<file path="src/rtl/fjps_pkg.sv">
`timescale 1ns / 1ps
package fjps_pkg;

  localparam int QDEPTH = 4;
  localparam int QAW    = $clog2(QDEPTH);
  localparam int QCW    = $clog2(QDEPTH + 1);

  localparam logic [7:0] CH_QUOTE = 8'h22;
  localparam logic [7:0] CH_COMMA = 8'h2C;
  localparam logic [7:0] CH_MINUS = 8'h2D;
  localparam logic [7:0] CH_DOT   = 8'h2E;
  localparam logic [7:0] CH_ZERO  = 8'h30;
  localparam logic [7:0] CH_NINE  = 8'h39;

  typedef enum logic [1:0] {
    KIND_NAME  = 2'd0,
    KIND_VALUE = 2'd1,
    KIND_END   = 2'd2
  } fjps_kind_t;

  typedef struct packed {
    logic inside_name;
    logic inside_value;
    logic await_name;
    logic await_value;
    logic name_has_chars;
  } flags_t;

  localparam flags_t FLAGS_RESET = '{
    inside_name:    1'b0,
    inside_value:   1'b0,
    await_name:     1'b1,
    await_value:    1'b0,
    name_has_chars: 1'b0
  };

  // one queue entry: first result, plus an optional end of pair after it
  typedef struct packed {
    fjps_kind_t kind;
    logic [7:0] ch;
    logic       two;
  } entry_t;

endpackage

</file>
<file path="src/rtl/fjps_front.sv">
`timescale 1ns / 1ps
module fjps_front (
  input  logic            clk,
  input  logic            rst_n,
  input  logic            accept,
  input  logic [7:0]      in_byte,
  input  logic            in_last,
  output logic            push,
  output fjps_pkg::entry_t entry
);
  import fjps_pkg::*;

  flags_t flags_r, flags_nxt;
  logic   has0;
  logic   tail_end;
  fjps_kind_t kind0;
  logic [7:0] ch0;
  logic   is_dig;

  assign is_dig = (in_byte >= CH_ZERO) && (in_byte <= CH_NINE);

  always_comb begin
    flags_nxt = flags_r;
    has0      = 1'b0;
    kind0     = KIND_END;
    ch0       = 8'h00;
    tail_end  = 1'b0;
    if (in_byte == CH_QUOTE) begin
      if (flags_nxt.await_name) begin
        if (flags_nxt.inside_name) begin
          flags_nxt.inside_name = 1'b0;
          flags_nxt.await_name  = 1'b0;
          flags_nxt.await_value = 1'b1;
        end else begin
          flags_nxt.inside_name = 1'b1;
        end
      end else if (flags_nxt.await_value) begin
        if (flags_nxt.inside_value) begin
          has0 = 1'b1;
          flags_nxt.inside_value   = 1'b0;
          flags_nxt.await_name     = 1'b1;
          flags_nxt.await_value    = 1'b0;
          flags_nxt.name_has_chars = 1'b0;
        end else begin
          flags_nxt.inside_value = 1'b1;
        end
      end
    end else if (flags_nxt.inside_name) begin
      has0  = 1'b1;
      kind0 = KIND_NAME;
      ch0   = in_byte;
      flags_nxt.name_has_chars = 1'b1;
    end else begin
      // a digit right after a name opens an unquoted number
      if (flags_nxt.await_value && !flags_nxt.inside_value && is_dig) begin
        flags_nxt.inside_value = 1'b1;
        flags_nxt.await_value  = 1'b0;
      end
      if (flags_nxt.inside_value) begin
        if (flags_nxt.await_value || is_dig || in_byte == CH_MINUS ||
            in_byte == CH_DOT) begin
          has0  = 1'b1;
          kind0 = KIND_VALUE;
          ch0   = in_byte;
        end else if (in_byte == CH_COMMA) begin
          has0 = 1'b1;
          flags_nxt.inside_value   = 1'b0;
          flags_nxt.await_name     = 1'b1;
          flags_nxt.await_value    = 1'b0;
          flags_nxt.name_has_chars = 1'b0;
        end
      end
    end
    if (in_last) begin
      tail_end  = flags_nxt.name_has_chars;
      flags_nxt = FLAGS_RESET;
    end
  end

  always_comb begin
    if (has0) begin
      entry.kind = kind0;
      entry.ch   = ch0;
      entry.two  = tail_end;
    end else begin
      entry.kind = KIND_END;
      entry.ch   = 8'h00;
      entry.two  = 1'b0;
    end
    push = accept && (has0 || tail_end);
  end

  always_ff @(posedge clk) begin
    if (!rst_n) begin
      flags_r <= FLAGS_RESET;
    end else if (accept) begin
      flags_r <= flags_nxt;
    end
  end

endmodule

</file>
<file path="src/rtl/fjps_queue.sv">
`timescale 1ns / 1ps
module fjps_queue (
  input  logic             clk,
  input  logic             rst_n,
  input  logic             push,
  input  fjps_pkg::entry_t push_entry,
  input  logic             pop,
  output fjps_pkg::entry_t head,
  output logic             empty,
  output logic             full
);
  import fjps_pkg::*;

  entry_t           slot_r [QDEPTH];
  logic [QAW-1:0]   wr_ptr_r, rd_ptr_r;
  logic [QCW-1:0]   count_r, count_nxt;
  logic             do_pop;

  assign empty  = (count_r == '0);
  assign full   = (count_r == QCW'(QDEPTH));
  assign head   = slot_r[rd_ptr_r];
  assign do_pop = pop && !empty;

  always_comb begin
    count_nxt = count_r;
    if (push && !do_pop) begin
      count_nxt = count_r + 1'b1;
    end else if (!push && do_pop) begin
      count_nxt = count_r - 1'b1;
    end
  end

  always_ff @(posedge clk) begin
    if (push) begin
      slot_r[wr_ptr_r] <= push_entry;
    end
  end

  always_ff @(posedge clk) begin
    if (!rst_n) begin
      wr_ptr_r <= '0;
      rd_ptr_r <= '0;
      count_r  <= '0;
    end else begin
      if (push) begin
        wr_ptr_r <= wr_ptr_r + 1'b1;
      end
      if (do_pop) begin
        rd_ptr_r <= rd_ptr_r + 1'b1;
      end
      count_r <= count_nxt;
    end
  end

endmodule

</file>
<file path="src/rtl/fjps_back.sv">
`timescale 1ns / 1ps
module fjps_back (
  input  logic             clk,
  input  logic             rst_n,
  input  fjps_pkg::entry_t head,
  input  logic             empty,
  output logic             pop,
  output logic             out_tvalid,
  input  logic             out_tready,
  output logic [7:0]       out_tdata,
  output logic [1:0]       out_tuser,
  output logic             out_tlast
);
  import fjps_pkg::*;

  entry_t hold_r;
  logic   hold_v_r;
  logic   second_r;
  logic   fire;
  logic   load;

  assign fire = hold_v_r && out_tready;
  // take the next entry once the held one has given its last word
  assign load = !hold_v_r || (fire && (second_r || !hold_r.two));
  assign pop  = load && !empty;

  assign out_tvalid = hold_v_r;
  assign out_tdata  = second_r ? 8'h00 : hold_r.ch;
  assign out_tuser  = second_r ? KIND_END : hold_r.kind;
  assign out_tlast  = second_r || !hold_r.two;

  always_ff @(posedge clk) begin
    if (pop) begin
      hold_r <= head;
    end
  end

  always_ff @(posedge clk) begin
    if (!rst_n) begin
      hold_v_r <= 1'b0;
      second_r <= 1'b0;
    end else if (load) begin
      hold_v_r <= !empty;
      second_r <= 1'b0;
    end else if (fire) begin
      second_r <= 1'b1;
    end
  end

endmodule

</file>
<file path="src/rtl/flat_json_pair_scanner_top.sv">
`timescale 1ns / 1ps
// Scans flat JSON-like text one byte per word and streams the characters of
// each name (tuser 0) and value (tuser 1), then an end-of-pair word (tuser 2,
// tdata zero); tlast marks the last result word caused by an input byte. A
// new byte is taken every cycle while the four-entry queue between the byte
// classifier and the output serializer has room; a byte yields up to two result
// words, and the output drains one word per cycle while out_tready is high, so
// the sustained rate is one byte per cycle unless bytes produce two words in a row.
module flat_json_pair_scanner_top (
  input  logic       clk,
  input  logic       rst_n,
  input  logic       in_tvalid,
  output logic       in_tready,
  input  logic [7:0] in_tdata,   // [7:0] in_byte
  input  logic       in_tlast,
  output logic       out_tvalid,
  input  logic       out_tready,
  output logic [7:0] out_tdata,  // [7:0] out_char
  output logic [1:0] out_tuser,  // [1:0] out_kind
  output logic       out_tlast
);
  import fjps_pkg::*;

  logic   push, pop, q_empty, q_full;
  entry_t push_entry, head;

  assign in_tready = !q_full;

  fjps_front u_front (
    .clk     (clk),
    .rst_n   (rst_n),
    .accept  (in_tvalid && in_tready),
    .in_byte (in_tdata),
    .in_last (in_tlast),
    .push    (push),
    .entry   (push_entry)
  );

  fjps_queue u_queue (
    .clk        (clk),
    .rst_n      (rst_n),
    .push       (push),
    .push_entry (push_entry),
    .pop        (pop),
    .head       (head),
    .empty      (q_empty),
    .full       (q_full)
  );

  fjps_back u_back (
    .clk        (clk),
    .rst_n      (rst_n),
    .head       (head),
    .empty      (q_empty),
    .pop        (pop),
    .out_tvalid (out_tvalid),
    .out_tready (out_tready),
    .out_tdata  (out_tdata),
    .out_tuser  (out_tuser),
    .out_tlast  (out_tlast)
  );

endmodule

</file>
<file path="config.mk">
export PLATFORM = sky130hd
export DESIGN_NAME = flat_json_pair_scanner_top
export DESIGN_NICKNAME = d
export VERILOG_FILES = /design/src/rtl/fjps_pkg.sv /design/src/rtl/fjps_front.sv /design/src/rtl/fjps_queue.sv /design/src/rtl/fjps_back.sv /design/src/rtl/flat_json_pair_scanner_top.sv
export SDC_FILE = /design/constraint.sdc
export NUM_CORES = 1
export LEC_CHECK = 0
export BUFFER_PORTS_ARGS = -buffer_cell sky130_fd_sc_hd__buf_2
export CAP_MARGIN = 10
export CORE_UTILIZATION = 63
export CTS_CLUSTER_SIZE = 20
export DETAILED_ROUTE_END_ITERATION = 8
export GPL_TIMING_DRIVEN = 0
export PLACE_DENSITY = 0.88
export RECOVER_POWER = 25
export SYNTH_ARGS = -nofsm -noshare
export SYNTH_HDL_FRONTEND = slang
export SYNTH_SLANG_ARGS = --single-unit
</file>
<file path="constraint.sdc">
create_clock -name clk -period 4.4 [get_ports clk]
set_input_delay 0 -clock clk [delete_from_list [all_inputs] [get_ports clk]]
set_output_delay 0 -clock clk [all_outputs]
set_load 0.05 [all_outputs]
</file>
# == Yosys cells after proc, flatten, opt, wreduce, memory -nomap -nowiden ==
# Memory sizes are Yosys's and may differ from the RTL's. A register that Yosys moved wholly into a read port is not among the register bits.
# Cells that the tools add are included.
# word_totals
regBits,14
output_inout_bits,13
word_cells,110
mem_count,1
ram_bits,44
# memory_table
name,depth,word_bits,rd,rd_ports_with_merged_regs,wr,line,source
u_queue.slot_r,4,11,1,1,1,fjps_queue.sv:14,entry_t slot_r [QDEPTH];
# op_classes
n_lt_le_gt_ge,2
mux,47
addsub,4
reduce_logical,35
bitwise,1
n_eq_ne,10
# ops
cell,n
2-to-1 mux 8 bit,5
equality test 8 x 6 -> 1 bit (second input constant),4
2-to-1 mux 1 bit,24
2-to-1 mux 4 bit,5
2-to-1 mux 2 bit,7
2-to-1 mux 3 bit,4
logical AND 1 bit,11
2-to-1 mux 11 bit,1
greater-or-equal comparator 8 x 6 -> 1 bit (second input constant),1
less-or-equal comparator 8 x 6 -> 1 bit (second input constant),1
logical NOT 1 bit,7
logical OR 1 bit,6
inequality test 3 x 2 -> 1 bit (second input constant),2
inequality test 3 bit (second input constant),2
AND reduction 3 bit,2
nonzero test 2 bit,3
nonzero test 3 bit,2
2-to-1 mux 5 bit,1
AND reduction 5 bit,1
adder 2 x 1 -> 2 bit (second input constant),2
inequality test 4 x 3 -> 1 bit (second input constant),1
AND reduction 4 bit,1
adder 3 x 1 -> 3 bit (second input constant),1
equality test 3 bit (second input constant),1
other kinds (4),4

# == Longest topological paths before layout ==
# Gate-level depths: netlist (run 1).
# logic_depth
ltp_word,20
ltp_mapped,12
ltp_nobuf,11

# == By module ==
# A second synthesis (run 1) with hierarchy kept.
# hier_totals
cells_unflattened,221
hier_area_um2,3211.8
# modules_own_cells
mod,instances,area_each_um2,seq_area_each_um2,cells_per_inst
fjps_queue,1,2094.5,1501.4,100
fjps_front,1,611.8,100.1,86
fjps_back,1,495.5,370.4,33
flat_json_pair_scanner_top,1,10.0,0.0,2

# == Least setup slack after synthesis (run 1) ==
# Ideal clock, no wire load.
# synth_path
path_kind,flip-flop to flip-flop
startpoint,reg u_back.second_r
endpoint,reg u_queue.count_r[2]
n_path_buf,0
setup_slack_ns,1.591
t_arrival_ns,2.734
period_less_slack_ns,2.809
path_stages_with_launch,11
required_ns,4.324
cell_sequence,dfxtp_1 -> nand2b_1 -> nand2_1 -> a21oi_1 -> inv_1 -> ha_1 -> inv_1 -> fa_1 -> xor2_1 -> or3_1 -> a21boi_0
# synth_via
elab_chain_len,8
# synth_lines
element,line,source
from (decl),fjps_back.sv:18,logic second_r;
from (signal assigned),fjps_back.sv:41,second_r <= 1'b0;
from (signal assigned),fjps_back.sv:44,second_r <= 1'b0;
from (signal assigned),fjps_back.sv:46,second_r <= 1'b1;
logical OR 1 bit (*),n/a,
named net out_tlast,flat_json_pair_scanner_top.sv:20,output logic out_tlast
logical AND 1 bit (*),fjps_back.sv:24,assign load = !hold_v_r || (fire && (second_r || !hold_r.two));
logical OR 1 bit (*),fjps_back.sv:24,
logical AND 1 bit (*),fjps_back.sv:25,assign pop = load && !empty;
named net pop,flat_json_pair_scanner_top.sv:24,"logic push, pop, q_empty, q_full;"
logical AND 1 bit (*),fjps_queue.sv:22,assign do_pop = pop && !empty;
logical NOT 1 bit,fjps_queue.sv:26,if (push && !do_pop) begin
logical AND 1 bit,fjps_queue.sv:26,
2-to-1 mux 3 bit / nonzero test 2 bit (equally long branches),n/a,
to (signal assigned),fjps_queue.sv:51,count_r <= count_nxt;
to (decl),fjps_queue.sv:16,"logic [QCW-1:0] count_r, count_nxt;"
# The timed path passes the listed nets; every way through them passes the cells marked *.
# A chain may end at the register's enable or synchronous reset.

# == Worst setup path in the final report (run 1) ==
# layout_path
startpoint,reg u_back.second_r
endpoint,reg u_queue.count_r[2]
# layout_via
elab_chain_len,8
# layout_lines
element,line
logical OR 1 bit (*),fjps_back.sv:24
logical AND 1 bit (*),fjps_back.sv:24
logical OR 1 bit (*),fjps_back.sv:24
logical AND 1 bit (*),fjps_back.sv:25
named net pop,flat_json_pair_scanner_top.sv:24
logical AND 1 bit (*),fjps_queue.sv:22
logical NOT 1 bit,fjps_queue.sv:26
logical AND 1 bit,fjps_queue.sv:26
2-to-1 mux 3 bit / nonzero test 2 bit (equally long branches),n/a
# Marks and branches as above.

==> results of run 1 <==
-- registers in the layout (all words and copies together) (netlist names) --
register / count
u_back.hold_r: 11
u_back.out_tvalid: 1
u_back.second_r: 1
u_front.flags_r: 5
u_queue.count_r: 3
u_queue.rd_ptr_r: 2
u_queue.slot_r: 44
u_queue.wr_ptr_r: 2
-- worst max path at each step --
stage,from,end,slack [ns]
after floorplan,u_back.second_r$_SDFFE_PP0P_,u_queue.count_r[2]$_SDFFE_PN0P_,1.59
after global placement,u_back.second_r$_SDFFE_PP0P_,u_queue.count_r[2]$_SDFFE_PN0P_,1.71
after detailed placement,u_back.second_r$_SDFFE_PP0P_,u_queue.count_r[2]$_SDFFE_PN0P_,1.59
after CTS,u_back.second_r$_SDFFE_PP0P_,u_queue.count_r[2]$_SDFFE_PN0P_,1.56
after global routing,u_back.second_r$_SDFFE_PP0P_,u_queue.count_r[2]$_SDFFE_PN0P_,1.39
final,u_back.second_r$_SDFFE_PP0P_,u_queue.count_r[2]$_SDFFE_PN0P_,1.55
-- cells in the mapped netlist (2+ instances only) --
cell type	number
dfxtp_1	14
nand4b_1	2
and2_1	12
nand2_1	15
a31oi_1	2
ha_1	5
nor2b_1	17
clkbuf_1	4
a41oi_1	2
a211o_1	2
nand3_1	5
nor3_1	3
buf_2	2
inv_1	8
o21a_1	2
and3_1	3
a21oi_1	4
a21boi_0	3
mux4_2	11
o21ai_0	6
nor2_1	7
nand4_1	2
xor2_1	3
mux2i_1	6
edfxtp_1	55
nand2b_1	3
-- cells in the final DEF (no fill, tap or decap), types with 2 or more instances in the layout --
cell	count
inv_1	8
ha_1	5
dlygate4sd3_1	2
nor2b_1	17
a21boi_0	3
nor2_1	7
nand3_1	5
edfxtp_1	55
nand4_1	2
and3_1	3
and2_1	12
nand2_1	15
mux2i_1	6
buf_2	13
clkbuf_1	18
dfxtp_1	14
clkinvlp_4	2
o21a_1	2
o21ai_0	6
nand2b_1	3
xor2_1	3
nand4b_1	2
nor3_1	3
a31oi_1	2
a41oi_1	2
mux4_2	11
clkbuf_8	9
clkinv_2	3
a21oi_1	4
a211o_1	2
-- power groups by stage --
stage	registers, µW	clock network, µW	logic [µW]
after floorplan	846	0	428
after global placement	836	0	538
after detailed placement	838	0	556
after CTS	824	432	558
after global routing	832	464	571
final	824	425	537
-- layer usage --
layer | share of wire (%) | up-vias | wire length [µm]
li1 | - | 916 | -
met1 | 44 | 921 | 2280
met2 | 51 | 47 | 2650
met3 | 4.7 | 4 | 245
met4 | 0.69 | 0 | 36
met5 | 0 | - | 0
-- cell type report --
type,count,area (µm²),share of cell area [%]
multi-input combinational,138,1130,32.4
timing repair buffer,26,124,3.53
clock inverter,7,42.5,1.21
sequential,69,1930,55.1
buffer,8,36.3,1.03
tap,67,83.8,2.39
clock buffer,9,124,3.53
inverter,8,30.0,0.856
-- through the flow --
stage / hold WS [ns] / cells / setup WS, ns / total power, µW / cell area [µm²]
final: 0.0443 / 332 / 1.55 / 1790 / 3510
after CTS: 0.0342 / 332 / 1.56 / 1810 / 3530
after global placement: 0.321 / 314 / 1.71 / 1370 / 3350
after floorplan: 0.149 / 223 / 1.59 / 1270 / 3140
after global routing: 0.0661 / 332 / 1.39 / 1870 / 3510
after detailed placement: 0.329 / 314 / 1.59 / 1390 / 3350
-- logic make-up after synthesis --
kind of cell	Yosys count	synth area share, %
and+or+nand+nor	78	14.6
DFF	69	61.5
AOI/OAI and AO/OA	33	8.24
muxes	17	9.79
buffers and inverters	16	2.11
adders and majority gates	6	2.63
xor gates and xnor gates	4	1.11
==> results.json, run 1 <==
{
  "min_path_cells": 2,
  "worst_slew_margin_rel_pct": 13.8,
  "grt_util_all_layers_pct": 22.9,
  "postCtsSetupBuffers": 0,
  "post_synth_instance_area_um2": 3140,
  "yosysTopAreaCellShare_pct": 52.5,
  "grt-busiest-layer": "met2",
  "num-nets-final": 279,
  "power.ir.vdd_worst_mv": 0.250,
  "async_flop_share_pct": 0,
  "yosys_most_used_dff": "edfxtp_1",
  "port_buffer_count": 24,
  "synth_enable_flop_cells": 55,
  "worst_ep_arrival_time_ns": 3.12,
  "path_delay_family": "compound AO/OA/AOI/OAI gates",
  "clock_buffer_count_from_cts": 9,
  "post_synth_cell_types": 51,
  "diodes": 0,
  "worst_r2r_startpoint": "u_back.second_r$_SDFFE_PP0P_",
  "avgViaCountPerCell": 5.69,
  "io_pins": 26,
  "yosys.area.top_type": "edfxtp_1",
  "hold_viol_final": 0,
  "wirelength_um": 5210,
  "p_leak_uw": 0.00126,
  "postSynthAreaPerCell_um2": 14.1,
  "maximum_clock_skew_at_final_layout_ns": 0.00610,
  "global_route.overflow_total": 0,
  "cp_max_fo": 14,
  "timing.max_cap.violations": 0,
  "timing.critical_path.depth": 10,
  "tritoncts_num_sinks": 69,
  "comb_power_share_pct": 30.1,
  "critical-path-top-cell-by-count": "inv_1",
  "ys_warn_count": 0,
  "post-route-min-period_ns": 2.85,
  "power_switching_share_pct": 36.3,
  "highest_achievable_clock_rate_mhz": 351,
  "clock_insertion_delay_worst_skew_ns": 0.34,
  "cts_tree": "yes",
  "timing.critical_path.cells": "nand2b_1, nand2_1, a21oi_1, inv_1, ha_1, inv_1, fa_1, xor2_1, or3_1, a21boi_0",
  "ant_nets": 0,
  "post-route-util_pct": 73.8,
  "p_clk_share_pct": 23.8,
  "die_width_um": 72.6,
  "power_density_nw_per_um2": 509,
  "area_growth_pct": 11.6,
  "design.core.area_um2": 4750,
  "holdPathEnd": "u_queue.slot_r[3][6]$_DFFE_PP_",
  "grt_antenna_before_repair": 0,
  "outcome": "finished clean",
  "rsz0062_at_grt": "no",
  "fp.dieArea_um2": 5280,
  "clockBufferDepth": 2,
  "fp-row-count": 25,
  "route.vias.total": 1888,
  "hold_bufs_inserted_after_cts": 2,
  "grt_max_degree": 15,
  "reg2reg_depth": 10,
  "die-height_um": 72.6,
  "dp_hpwl_um": 3720,
  "gp_congestion": 0.846,
  "fill_cells": 317,
  "critical_path.max_stage_delay_ns": 1.00,
  "met2_usage_pct": 36.9,
  "crit_slowest_cell": "a21oi_1",
  "class_of_the_worst_hold_path": "in2reg",
  "kind_of_capture_point_of_the_worst_setup_path": "flip-flop",
  "initial_util_pct": 66.1,
  "cts-root-buf": "clkbuf_8",
  "drive_gt1_share_pct": 18.1,
  "synth_seq_cells": 69,
  "register_to_register_setup_slack_ns": 1.55,
  "switchingPower_uw": 648,
  "grt_use_met3_pct": 6.63,
  "first_global_vias": 1867,
  "critical_path_required_ns": 4.67,
  "layout_worst_path_cycle_share_pct": 64.7,
  "setup.worst_path.start_class": "flip-flop",
  "reg2reg_to": "u_queue.count_r[2]$_SDFFE_PN0P_",
  "internal_power_summed_over_all_cells_uw": 1140,
  "drt_pre_antenna_iters": 4,
  "critical_path.n_buffers_inverters": 2,
  "proportion_of_synthesized_chip_area_in_sequential_cells_pct": 61.5,
  "holdCritStartpoint": "in_tdata[5]",
  "drt_drc_violations_left": 0,
  "worstMarginPinSlew_ns": 1.29,
  "maxSlewViolCount": 0,
  "final-setup-viol-count": 0,
  "globalRouteMet1Util_pct": 28.7,
  "syn-instance-count": 223,
  "h-tree-depth": 3,
  "power.sequential.fraction_pct": 46.1,
  "post_cts_resized": 0,
  "clk_pin_slew_worst_paths_ns": 0.07,
  "route.detailed.wl_per_inst_um": 15.7,
  "totalNegativeSetupSlack_ns": 0,
  "synth_top_cells_by_area": "edfxtp_1 53%, dfxtp_1 8.9%, mux4_2 7.9%",
  "detail_route.iter0.violations": 106,
  "synth_nets": 242,
  "timing_worst_setup_path_type": "reg2reg",
  "global_route_wire_length_before_repair_um": 8580
}
Note: power is estimated with default switching activity, not from simulation.
==> run 2: changes to the inputs <==
--- a/config.mk
+++ b/config.mk
@@ -7,11 +7,11 @@
 export LEC_CHECK = 0
 export BUFFER_PORTS_ARGS = -buffer_cell sky130_fd_sc_hd__buf_2
 export CAP_MARGIN = 10
-export CORE_UTILIZATION = 63
+export CORE_UTILIZATION = 59
 export CTS_CLUSTER_SIZE = 20
 export DETAILED_ROUTE_END_ITERATION = 8
 export GPL_TIMING_DRIVEN = 0
-export PLACE_DENSITY = 0.88
+export PLACE_DENSITY = 0.84
 export RECOVER_POWER = 25
 export SYNTH_ARGS = -nofsm -noshare
 export SYNTH_HDL_FRONTEND = slang
==> constraint.sdc (replaced) <==
create_clock -name clk -period 3 [get_ports clk]
set_input_delay 0 -clock clk [delete_from_list [all_inputs] [get_ports clk]]
set_output_delay 0 -clock clk [all_outputs]
set_load 0.05 [all_outputs]
==> results.json, run 2 (synthesized netlist as in run 1, its figures left out) <==
{
  "ant_nets": 0,
  "power_switching_share_pct": 36.7,
  "switchingPower_uw": 976,
  "highest_achievable_clock_rate_mhz": 382,
  "io_pins": 26,
  "fp.dieArea_um2": 5620,
  "timing_worst_setup_path_type": "reg2reg",
  "final-setup-viol-count": 0,
  "holdPathEnd": "u_back.second_r$_SDFFE_PP0P_",
  "class_of_the_worst_hold_path": "in2reg",
  "timing.critical_path.cells": "nor4bb_1, nand4_1, a21o_1, nand3_1, a21oi_4, ha_1, inv_1, fa_1, xor2_1, or3_1, a21boi_0",
  "reg2reg_depth": 11,
  "die_width_um": 75.0,
  "gp_congestion": 0.781,
  "clk_pin_slew_worst_paths_ns": 0.08,
  "rsz0062_at_grt": "no",
  "port_buffer_count": 24,
  "hold_viol_final": 0,
  "setup.worst_path.start_class": "flip-flop",
  "reg2reg_to": "u_queue.count_r[2]$_SDFFE_PN0P_",
  "clock_buffer_count_from_cts": 9,
  "maximum_clock_skew_at_final_layout_ns": 0.00651,
  "worstMarginPinSlew_ns": 0.738,
  "h-tree-depth": 3,
  "cp_max_fo": 7,
  "drt_drc_violations_left": 0,
  "route.detailed.wl_per_inst_um": 16.1,
  "cts_tree": "yes",
  "crit_slowest_cell": "dfxtp_1",
  "first_global_vias": 1764,
  "detail_route.iter0.violations": 152,
  "register_to_register_setup_slack_ns": 0.38,
  "global_route_wire_length_before_repair_um": 8470,
  "pre_cts_slack_ns": 0.213,
  "post-route-min-period_ns": 2.62,
  "critical_path.max_stage_delay_ns": 0.44,
  "comb_power_share_pct": 29.8,
  "die-height_um": 75.0,
  "critical_path_required_ns": 3.27,
  "grt_max_degree": 15,
  "dp_hpwl_um": 3700,
  "mostFrequentLayoutCell": "edfxtp_1",
  "diodes": 0,
  "p_total_uw": 2660,
  "post-route-util_pct": 69.2,
  "holdCritStartpoint": "out_tready",
  "initial_util_pct": 61.5,
  "min_path_cells": 3,
  "route.vias.total": 1894,
  "drt_pre_antenna_iters": 4,
  "design.core.area_um2": 5110,
  "drive_gt1_share_pct": 19.6,
  "grt_antenna_before_repair": 0,
  "worst_slew_margin_rel_pct": 50.8,
  "path_delay_family": "simple AND/OR/NAND/NOR gates",
  "p_clk_share_pct": 24.7,
  "power.sequential.fraction_pct": 45.4,
  "final_critical_path_setup_slack_ns": 0.385,
  "holdWs_ns": 0.0197,
  "global_route.overflow_total": 0,
  "wirelength_um": 5390,
  "kind_of_capture_point_of_the_worst_setup_path": "flip-flop",
  "layout_worst_path_cycle_share_pct": 87.2,
  "p_leak_uw": 0.00126,
  "leading_registers_by_flop_count": "u_queue.slot_r (44), u_back.hold_r (11), u_front.flags_r (5)",
  "fp-row-count": 26,
  "avgViaCountPerCell": 5.65,
  "tritoncts_num_sinks": 69,
  "largest_register_ffs": 44,
  "critical_path.n_buffers_inverters": 1,
  "area_growth_pct": 12.4,
  "grt_util_all_layers_pct": 21.7,
  "internal_power_summed_over_all_cells_uw": 1680,
  "power.ir.vdd_worst_mv": 0.414,
  "num-nets-final": 279,
  "worst_r2r_startpoint": "u_front.flags_r[1]$_SDFFE_PN0P_",
  "outcome": "finished clean",
  "cts-root-buf": "clkbuf_8",
  "most-common-layout-cells": "55 x edfxtp_1, 18 x clkbuf_1, 17 x nor2b_1",
  "maxSlewViolCount": 0,
  "worst_ep_arrival_time_ns": 2.88,
  "timing.critical_path.depth": 11,
  "power_density_nw_per_um2": 752,
  "clock_insertion_delay_worst_skew_ns": 0.34,
  "postCtsSetupBuffers": 0,
  "clockBufferDepth": 2,
  "top_register": "u_queue.slot_r",
  "timing.max_cap.violations": 0,
  "totalNegativeSetupSlack_ns": 0
}
==> run 2: cell count changes in the layout (fill, tap and decap cells not counted), sizes merged <==
| cell | delta |
|---|---|
| inv | +1 |
| clkinvlp | +3 |
| clkinv | -4 |
==> run 2: metrics by stage <==
stage          instances  area, µm²
2_1_floorplan        223       3140
3_3_place_gp         317       3350
3_5_place_dp         317       3350
4_1_cts              335       3550
5_1_grt              335       3530
6_report             335       3530
==> run 2: area by class of cell <==
class                           count  area (µm²)
Buffer                              8        36.3
Clock buffer                        9         124
Clock inverter                      7        51.3
Fill cell                         371        1570
Inverter                            8        30.0
Multi-Input combinational cell    138        1150
Sequential cell                    69        1930
Tap cell                           70        87.6
Timing Repair Buffer               26         124
==> run 2: how the worst max path moves through the flow <==
stage                               startpoint                               to
6_report       u_front.flags_r[1]$_SDFFE_PN0P_  u_queue.count_r[2]$_SDFFE_PN0P_
2_1_floorplan     u_back.second_r$_SDFFE_PP0P_  u_queue.count_r[2]$_SDFFE_PN0P_
3_5_place_dp      u_back.second_r$_SDFFE_PP0P_  u_queue.count_r[2]$_SDFFE_PN0P_
5_1_grt        u_front.flags_r[1]$_SDFFE_PN0P_  u_queue.count_r[2]$_SDFFE_PN0P_
4_1_cts           u_back.second_r$_SDFFE_PP0P_  u_queue.count_r[2]$_SDFFE_PN0P_
3_3_place_gp      u_back.second_r$_SDFFE_PP0P_  u_queue.count_r[2]$_SDFFE_PN0P_
==> run 2: what timing repair did <==
| action | 4_1_cts | 5_1_grt |
|---|---|---|
| hold buffers | 2 | 0 |
| endpoints found under the hold margin | 6 | 0 |
| gates resized for setup | 0 | 1 |
| endpoints found under the setup margin | 0 | 1 |
==> run 2: power groups by stage <==
stage / Combinational (µW) / Clock [µW] / Sequential (µW)
final: 793 / 657 / 1210
after global routing: 855 / 712 / 1220
after CTS: 813 / 664 / 1210
after detailed placement: 803 / 0 / 1230
after global placement: 791 / 0 / 1220
after floorplan: 628 / 0 / 1240
==> run 2: per-layer routing <==
metal / vias to the layer above / global-route usage (%) / wire length [µm]
met3: 8 / 7.23 / 193
met4: 0 / 8.60 / 95
met5: - / 0 / 0
li1: 918 / - / -
met1: 923 / 27.6 / 2430
met2: 45 / 34.7 / 2670
==> run 2: worst reg2reg max path: stages (launching register included) <==
cell	delay, ns
dfxtp_1	0.44
nor4bb_1	0.10
nand4_1	0.12
a21o_1	0.15
nand3_1	0.15
a21oi_4	0.27
ha_1	0.24
inv_1	0.06
fa_1	0.37
xor2_1	0.18
or3_1	0.31
a21boi_0	0.16
